<file path="config.mk">
export PLATFORM = sky130hd
export DESIGN_NAME = mcc_tally_unit_flat
export DESIGN_NICKNAME = d
export VERILOG_FILES = /design/src/hw/rtl/min_coin_change_dp_top_defines.svh /design/src/hw/rtl/mcc_pkg.sv /design/src/hw/rtl/mcc_rsp_if.sv /design/src/hw/rtl/mcc_tally_unit.sv /design/src/flat_wrapper.sv
export SDC_FILE = /design/constraint.sdc
export NUM_CORES = 1
export LEC_CHECK = 0
export BUFFER_PORTS_ARGS = -buffer_cell sky130_fd_sc_hd__buf_2
export CAP_MARGIN = 0
export CELL_PAD_IN_SITES_DETAIL_PLACEMENT = 1
export CELL_PAD_IN_SITES_GLOBAL_PLACEMENT = 2
export CORE_MARGIN = 5
export CORE_UTILIZATION = 40
export CTS_BUF_LIST = sky130_fd_sc_hd__clkbuf_4
export DETAILED_ROUTE_END_ITERATION = 12
export GPL_TIMING_DRIVEN = 0
export PLACE_DENSITY_LB_ADDON = 0.1
export SLEW_MARGIN = 20
export SYNTH_ARGS = -nofsm -noshare
export SYNTH_HDL_FRONTEND = slang
export SYNTH_SLANG_ARGS = --single-unit
</file>
<file path="constraint.sdc">
create_clock -name clk -period 4.1 [get_ports clk]
set_clock_uncertainty 0.1 [all_clocks]
set_input_delay 0.205 -clock clk [delete_from_list [all_inputs] [get_ports clk]]
set_output_delay 0.205 -clock clk [all_outputs]
set_load 0.005 [all_outputs]
</file>
<file path="src/hw/rtl/min_coin_change_dp_top_defines.svh">
// assertion macros for the minimum coin change block
// expects clk and rst_n in the scope that uses them, no other dependencies
`ifndef MIN_COIN_CHANGE_DP_TOP_DEFINES_SVH
`define MIN_COIN_CHANGE_DP_TOP_DEFINES_SVH

// same-cycle implication, disabled during reset
`define MCC_ASSERT_IMPL(label, ante, cons, msg) \
    label: assert property (@(posedge clk) disable iff (!rst_n) (ante) |-> (cons)) \
        else $error(msg);

// next-cycle implication, disabled during reset
`define MCC_ASSERT_NEXT(label, ante, cons, msg) \
    label: assert property (@(posedge clk) disable iff (!rst_n) (ante) |=> (cons)) \
        else $error(msg);

`endif

</file>
<file path="src/hw/rtl/mcc_pkg.sv">
// shared types and constants of the minimum coin change block
// no dependencies
package mcc_pkg;

    localparam int COIN_W     = 12;
    localparam int AMT_W      = 12;
    localparam int CNT_W      = 12;
    localparam int COIN_REGS  = 6;
    localparam int COIN_SLOTS = 8;
    localparam int COIN_IDX_W = 3;
    localparam int CFG_IDX_W  = 3;

    localparam int DEF_NUM_COINS  = 6;
    localparam int DEF_MAX_AMOUNT = 4095;

    // reset values of the denomination registers, entry 0 (700) is denomination one
    localparam logic [COIN_REGS-1:0][COIN_W-1:0] COIN_RESET = {
        12'd1, 12'd5, 12'd20, 12'd60, 12'd300, 12'd700
    };

    typedef logic [COIN_SLOTS-1:0][COIN_W-1:0] denom_vec_t;

    typedef struct packed {
        logic                  reach;
        logic [CNT_W-1:0]      count;
        logic [COIN_IDX_W-1:0] last;
    } tbl_entry_t;

    typedef struct packed {
        logic                  clear;
        logic                  inc;
        logic [COIN_IDX_W-1:0] inc_idx;
        logic                  start;
        logic                  special;
        logic                  special_reach;
        logic [CNT_W-1:0]      total;
    } tally_ctrl_t;

    typedef struct packed {
        logic busy;
    } tally_stat_t;

endpackage

</file>
<file path="src/hw/rtl/mcc_rsp_if.sv">
// result channel of the minimum coin change block
// depends on mcc_pkg
interface mcc_rsp_if
    import mcc_pkg::*;
();
    logic              valid;
    logic              ready;
    logic [COIN_W-1:0] coin_value;
    logic [CNT_W-1:0]  coin_used_count;
    logic [CNT_W-1:0]  total_coins;
    logic              reachable;
    logic              last_result;

    modport source (output valid, output coin_value, output coin_used_count,
                    output total_coins, output reachable, output last_result,
                    input ready);
    modport sink   (input valid, input coin_value, input coin_used_count,
                    input total_coins, input reachable, input last_result,
                    output ready);
endinterface

</file>
<file path="src/hw/rtl/mcc_tally_unit.sv">
// per-denomination tallies, result scan and output register
// depends on mcc_pkg and mcc_rsp_if
module mcc_tally_unit
    import mcc_pkg::*;
(
    input  logic        clk,
    input  logic        rst_n,
    input  tally_ctrl_t ctrl,
    input  denom_vec_t  denom,
    output tally_stat_t stat,
    mcc_rsp_if.source   rsp
);

    logic [COIN_SLOTS-1:0][CNT_W-1:0] tally_reg;
    logic                  busy_reg, busy_next;
    logic [COIN_IDX_W-1:0] e_reg, e_next;
    logic                  spec_reg;
    logic                  spec_reach_reg;
    logic [CNT_W-1:0]      total_reg;

    logic                  ov_reg, ov_next;
    logic [COIN_W-1:0]     value_reg;
    logic [CNT_W-1:0]      used_reg;
    logic [CNT_W-1:0]      tot_reg;
    logic                  reach_reg;
    logic                  last_reg;

    logic [COIN_SLOTS-1:0] nz;
    logic [COIN_SLOTS-1:0] upper;
    logic                  slot_free;
    logic                  load;
    logic [COIN_W-1:0]     ld_value;
    logic [CNT_W-1:0]      ld_used;
    logic [CNT_W-1:0]      ld_total;
    logic                  ld_reach;
    logic                  ld_last;

    always_comb
    begin
        for (int k = 0; k < COIN_SLOTS; k++)
        begin
            nz[k] = |tally_reg[k];
        end
    end

    // tallies above the scan position
    assign upper     = (nz >> e_reg) >> 1;
    assign slot_free = !ov_reg || rsp.ready;

    always_comb
    begin
        load      = 1'b0;
        busy_next = busy_reg;
        e_next    = e_reg;
        ld_value  = '0;
        ld_used   = '0;
        ld_total  = '0;
        ld_reach  = 1'b0;
        ld_last   = 1'b1;
        if (ctrl.start)
        begin
            busy_next = 1'b1;
            e_next    = '0;
        end
        else if (busy_reg)
        begin
            if (spec_reg)
            begin
                if (slot_free)
                begin
                    load      = 1'b1;
                    ld_reach  = spec_reach_reg;
                    busy_next = 1'b0;
                end
            end
            else if (!nz[e_reg])
            begin
                // skip unused denominations, stop after the top slot
                e_next = e_reg + 1'b1;
                if (e_reg == COIN_IDX_W'(COIN_SLOTS - 1))
                begin
                    busy_next = 1'b0;
                end
            end
            else if (slot_free)
            begin
                load     = 1'b1;
                ld_value = denom[e_reg];
                ld_used  = tally_reg[e_reg];
                ld_total = total_reg;
                ld_reach = 1'b1;
                ld_last  = (upper == '0);
                e_next   = e_reg + 1'b1;
                if (upper == '0)
                begin
                    busy_next = 1'b0;
                end
            end
        end
    end

    always_comb
    begin
        ov_next = ov_reg;
        if (load)
        begin
            ov_next = 1'b1;
        end
        else if (rsp.ready)
        begin
            ov_next = 1'b0;
        end
    end

    always_ff @(posedge clk or negedge rst_n)
    begin
        if (!rst_n)
        begin
            tally_reg <= '0;
            busy_reg  <= 1'b0;
            e_reg     <= '0;
            ov_reg    <= 1'b0;
        end
        else
        begin
            if (ctrl.clear)
            begin
                tally_reg <= '0;
            end
            else if (ctrl.inc)
            begin
                tally_reg[ctrl.inc_idx] <= tally_reg[ctrl.inc_idx] + 1'b1;
            end
            busy_reg <= busy_next;
            e_reg    <= e_next;
            ov_reg   <= ov_next;
        end
    end

    always_ff @(posedge clk)
    begin
        if (ctrl.start)
        begin
            spec_reg       <= ctrl.special;
            spec_reach_reg <= ctrl.special_reach;
            total_reg      <= ctrl.total;
        end
        if (load)
        begin
            value_reg <= ld_value;
            used_reg  <= ld_used;
            tot_reg   <= ld_total;
            reach_reg <= ld_reach;
            last_reg  <= ld_last;
        end
    end

    assign stat.busy           = busy_reg;
    assign rsp.valid           = ov_reg;
    assign rsp.coin_value      = value_reg;
    assign rsp.coin_used_count = used_reg;
    assign rsp.total_coins     = tot_reg;
    assign rsp.reachable       = reach_reg;
    assign rsp.last_result     = last_reg;

endmodule

</file>
<file path="src/flat_wrapper.sv">
// flat-port wrapper written by rule: the top's interface ports become plain ports
module mcc_tally_unit_flat import mcc_pkg::*;
  (clk, rst_n, ctrl, denom, stat, rsp_valid, rsp_coin_value, rsp_coin_used_count, rsp_total_coins, rsp_reachable, rsp_last_result, rsp_ready);
  mcc_rsp_if rsp_i ();
  input  logic clk;
  input  logic rst_n;
  input  tally_ctrl_t ctrl;
  input  denom_vec_t denom;
  output tally_stat_t stat;
  output wire logic [$bits(rsp_i.valid)-1:0] rsp_valid;
  output wire logic [$bits(rsp_i.coin_value)-1:0] rsp_coin_value;
  output wire logic [$bits(rsp_i.coin_used_count)-1:0] rsp_coin_used_count;
  output wire logic [$bits(rsp_i.total_coins)-1:0] rsp_total_coins;
  output wire logic [$bits(rsp_i.reachable)-1:0] rsp_reachable;
  output wire logic [$bits(rsp_i.last_result)-1:0] rsp_last_result;
  input wire logic [$bits(rsp_i.ready)-1:0] rsp_ready;
  assign rsp_valid = rsp_i.valid;
  assign rsp_coin_value = rsp_i.coin_value;
  assign rsp_coin_used_count = rsp_i.coin_used_count;
  assign rsp_total_coins = rsp_i.total_coins;
  assign rsp_reachable = rsp_i.reachable;
  assign rsp_last_result = rsp_i.last_result;
  assign rsp_i.ready = rsp_ready;
  mcc_tally_unit u_core (.clk(clk), .rst_n(rst_n), .ctrl(ctrl), .denom(denom), .stat(stat), .rsp(rsp_i));
endmodule
</file>
==> results by stage <==
Pwr:
- The peak ir drop on the vdd network is 0.182 mV.
- In this run the power density over the cells is 364 nW/µm².
- The reported leakage power is 4.30 nW.

Synth:
- The synthesized design contains 52 enable-type register cells.
- By count the netlist is led by sky130_fd_sc_hd__dfrtp_1 (101), sky130_fd_sc_hd__nor2_1 (64), sky130_fd_sc_hd__mux4_2 (58).
- The cell accounting for the most synthesized area is sky130_fd_sc_hd__dfrtp_1.
- Sorting the synthesized cells by area gives the leading types as sky130_fd_sc_hd__dfrtp_1 (29%), sky130_fd_sc_hd__edfxtp_1 (18%), sky130_fd_sc_hd__mux4_2 (15%).
- In the synthesized netlist the async set-or-reset flop fraction comes to 66.0%.
- When the netlist entered floorplanning its net count stood at 852.
- The count of distinct cell types in the synthesized netlist is 63.
- The part of the Yosys area used for sequential elements is 46.5%.
- Yosys instantiated no cell more often than sky130_fd_sc_hd__dfrtp_1.
- The cell count after synthesis came out at 730.
- A synthesized cell averages 12.1 µm².
- The synthesized netlist occupies a cell area of 8800 µm².
- The synthesis warning total is 0.
- Summed over its instances, the top area cell type makes up 28.7% of the synthesized netlist area.
- The most used flip-flop cell after synthesis is sky130_fd_sc_hd__dfrtp_1.
- In this run, synthesis produced a sequential element count of 153.

Clock network:
- TritonCTS created 17 clock buffers.
- The cell at the root of the clock tree is sky130_fd_sc_hd__clkbuf_4.
- Gates resized during post-CTS repair numbered 0.
- The H-tree was split into 4 levels.
- The number of sinks handled by clock tree synthesis is 153.
- No sink is reached through more buffers than the 2 on the longest clock path.
- The total setup buffers inserted after CTS is 0.
- Clock-pin slew was measured on the worst setup and hold paths at 160 ps.
- For the worst-skew pair, the clock arrives at the later sink with an insertion delay of 580 ps.
- TritonCTS built the clock tree.

Route:
- Once detail routing completed, the nets flagged for antenna violations numbered 0.
- The sum of routed wire length over all layers is 34900 µm.
- The final route contains 7756 vias.
- After the first detailed-routing iteration, the DRC count stood at 593.
- The total DRC errors in the routed layout is 0.
- After detailed routing, the number of vias per cell comes to 6.37.
- The detailed-routing iteration count for the pre-antenna-repair pass is 5.
- After detailed routing, the average wire length per cell comes to 28.7 µm.

Job:
- The number of max-cap violations is 0.

Timing:
- In the post-route analysis, the smallest setup slack over all paths is 510 ps.
- The clock period could shrink to 3590 ps.
- After layout, the worst path uses 87.6% of the clock period.
- The sum of negative setup slack is 0 ps.
- Setup violations remaining at the end of the flow were counted as 0.
- Setup repair after global routing left no endpoint under its margin.
- Static timing analysis puts the maximum clock frequency at 0.279 GHz.
- The number of hold violations in the final report was 0.
- At the pin with the least slew margin, the transition time is 1080 ps.
- The number of max-slew violations in the final report was 0.
- The worst max-slew margin expressed relative to the limit is 27.9%.

Floorplanning:
- The number of placement rows is 54.
- The die is 158 µm tall.
- The overall die area is 25100 µm².
- During I/O placement, the number of pins put on the boundary was 159.
- The die width is 158 µm.
- The initial standard-cell utilization of the core is 40.4%.
- The region available for standard cell placement spans 21800 µm².

Critical path:
- The worst register-to-register path ends at u_core.rsp.coin_used_count[10].
- The logic depth of the worst setup path including buffers is 7.
- For this design, the slowest cell found on the critical path is sky130_fd_sc_hd__o211ai_1.
- The critical path endpoint category is a flop.
- The worst register-to-register path has a depth of 7.
- The largest single stage delay on the critical path is 740 ps.
- The most common cell type on the critical path is sky130_fd_sc_hd__o211ai_1.
- STA puts the critical path data arrival time at 3810 ps.
- The family with the most delay on the worst path is simple AND/OR/NAND/NOR gates.
- In this run the worst path has a maximum fanout of 10.
- The number of buffers and inverters on the critical path is 1.
- Walking the worst path, the cells encountered are nor4_1 > nand3_1 > o211ai_1 > nand4_1 > o211ai_1 > clkbuf_1 > nor2_1.
- By startpoint and endpoint, the worst setup path is classified as flop to flop.
- Data on the critical path is required at its endpoint by 4320 ps.
- The destination of the critical timing path is u_core.rsp.coin_used_count[10].
- The setup check on the worst reg-to-reg path leaves a slack of 510 ps.
- The startpoint identified for the worst register-to-register timing path is u_core.tally_reg[27].
- Tracing the worst setup path back leads to its startpoint at u_core.tally_reg[27].
- The kind of start point of the critical path is a flop.

Place:
- The total placed instance area is 9980 µm².
- Buffers placed on the I/O ports in this run total 154.
- The half-perimeter wire length after placement is 26200 µm.
- Counting tap cells, the placed design contains a total of 1166 instances.
- The placer congestion estimate is 0.940.
- Timing analysis after detailed placement gives a worst setup slack of 585 ps.

Global routing:
- The via count of the first global-routing pass came to 8462.
- The wire length of the first global-routing pass is 51800 µm.
- For this run, the total global-route usage over all layers was measured as 27.9%.
- The pin count of the biggest net entering global routing is 69.
- The total global routing overflow is 0.
- The initial antenna violation count is 1.

Hold path:
- Counting instances, the worst hold path has a depth of 4.
- The class of the worst hold path is input port to flop.

Layout:
- The register with the most flip-flops in the layout has 96 of them.
- With fillers left out, the area of the finished cells amounts to 10500 µm².
- After the flow finishes, the layout carries non-filler instances totaling 1217.
- At the end of the flow, the number of nets in the layout was 1045.
- Cells with a size suffix above 1 make up 30.1% of the layout.
- Relative to the synthesized area, the layout overhead comes to 19.4%.

Run status:
- The run finished with clean final reports.
-- metrics by stage --
step	util (%)	hold WS, ps	total power [W]
detailed placement	45.9	33.9	0.00275
global placement	45.6	282	0.00271
CTS	48.3	6.02	0.00386
finish	48.3	22.9	0.00383
global route	48.3	40.9	0.00400
floorplan	-	-191	0.00236
-- tightest hold or removal path: stages --
cell and delay [ps]:
sky130_fd_sc_hd__buf_2 100, sky130_fd_sc_hd__nor3b_1 80, sky130_fd_sc_hd__nand2_1 170, sky130_fd_sc_hd__o21ai_0 100
-- worst min path at each step --
stage / start / endpoint
3_5_place_dp: rst_n / u_core.tally_reg[56]
6_report: ctrl[19] / u_core.tally_reg[48]
4_1_cts: ctrl[19] / u_core.tally_reg[0]
5_1_grt: ctrl[19] / u_core.tally_reg[66]
3_3_place_gp: ctrl[2] / u_core.total_reg[2]
2_1_floorplan: rst_n / u_core.e_reg[0]
-- what timing repair did --
item	in CTS	in global routing
endpoints found under the setup margin	0	0
hold endpoints to repair	131	0
hold buffers	18	0
-- final cells by class --
class                   count  area (µm²)
flip-flops and latches    153        4090
clock inverters            15         200
multi-input cells         499        4350
inverters                  19        71.3
repair buffers            174        1020
diodes                      1        2.50
plain buffers              59         285
fillers                  2347       11300
clock buffers              17         128
well taps                 280         350
-- where the power goes --
part	leakage, nW	internal [W]	total [W]	switching (W)
clock	0.172	0.000449	0.00110	0.000647
combinational	2.23	0.000430	0.00100	0.000572
sequential	1.89	0.00168	0.00173	0.0000477
total	4.30	0.00256	0.00383	0.00127
-- per-layer routing --
layer / global-route usage [%] / part of all wire (%)
met1: 33.6 / 38
met2: 46.9 / 48
met3: 7.45 / 9.2
met4: 12.8 / 5.0
met5: 0 / 0
-- placed cells by master (no fill, tap or decap), drive strengths merged, types with 10 or more instances in the layout --
cell / Yosys / layout
buf: 26 / 183
dfrtp: 101 / 101
nor2: 64 / 64
mux4: 58 / 58
edfxtp: 52 / 52
clkbuf: 33 / 50
nand2: 45 / 45
mux2i: 40 / 40
a22o: 40 / 40
inv: 19 / 29
nor4: 24 / 24
a32o: 24 / 24
nand3: 24 / 24
o21ai: 20 / 20
dlygate4sd3: 0 / 17
nand2b: 15 / 15
a21oi: 12 / 12
mux2: 11 / 11
nand4: 11 / 11
or3: 10 / 10
-- cell families after synthesis --
kind of cell | count (synthesis) | share of synthesized area (%)
buffers and inverters | 78 | 4.05
flip-flops | 153 | 46.5
AO/OA/AOI/OAI | 159 | 14.8
adder cells (fa/ha/maj) | 3 | 0.427
multiplexers | 109 | 20.8
AND/OR/NAND/NOR | 224 | 13.0
XOR/XNOR | 4 | 0.398
Note: power is estimated with default switching activity, not from simulation.
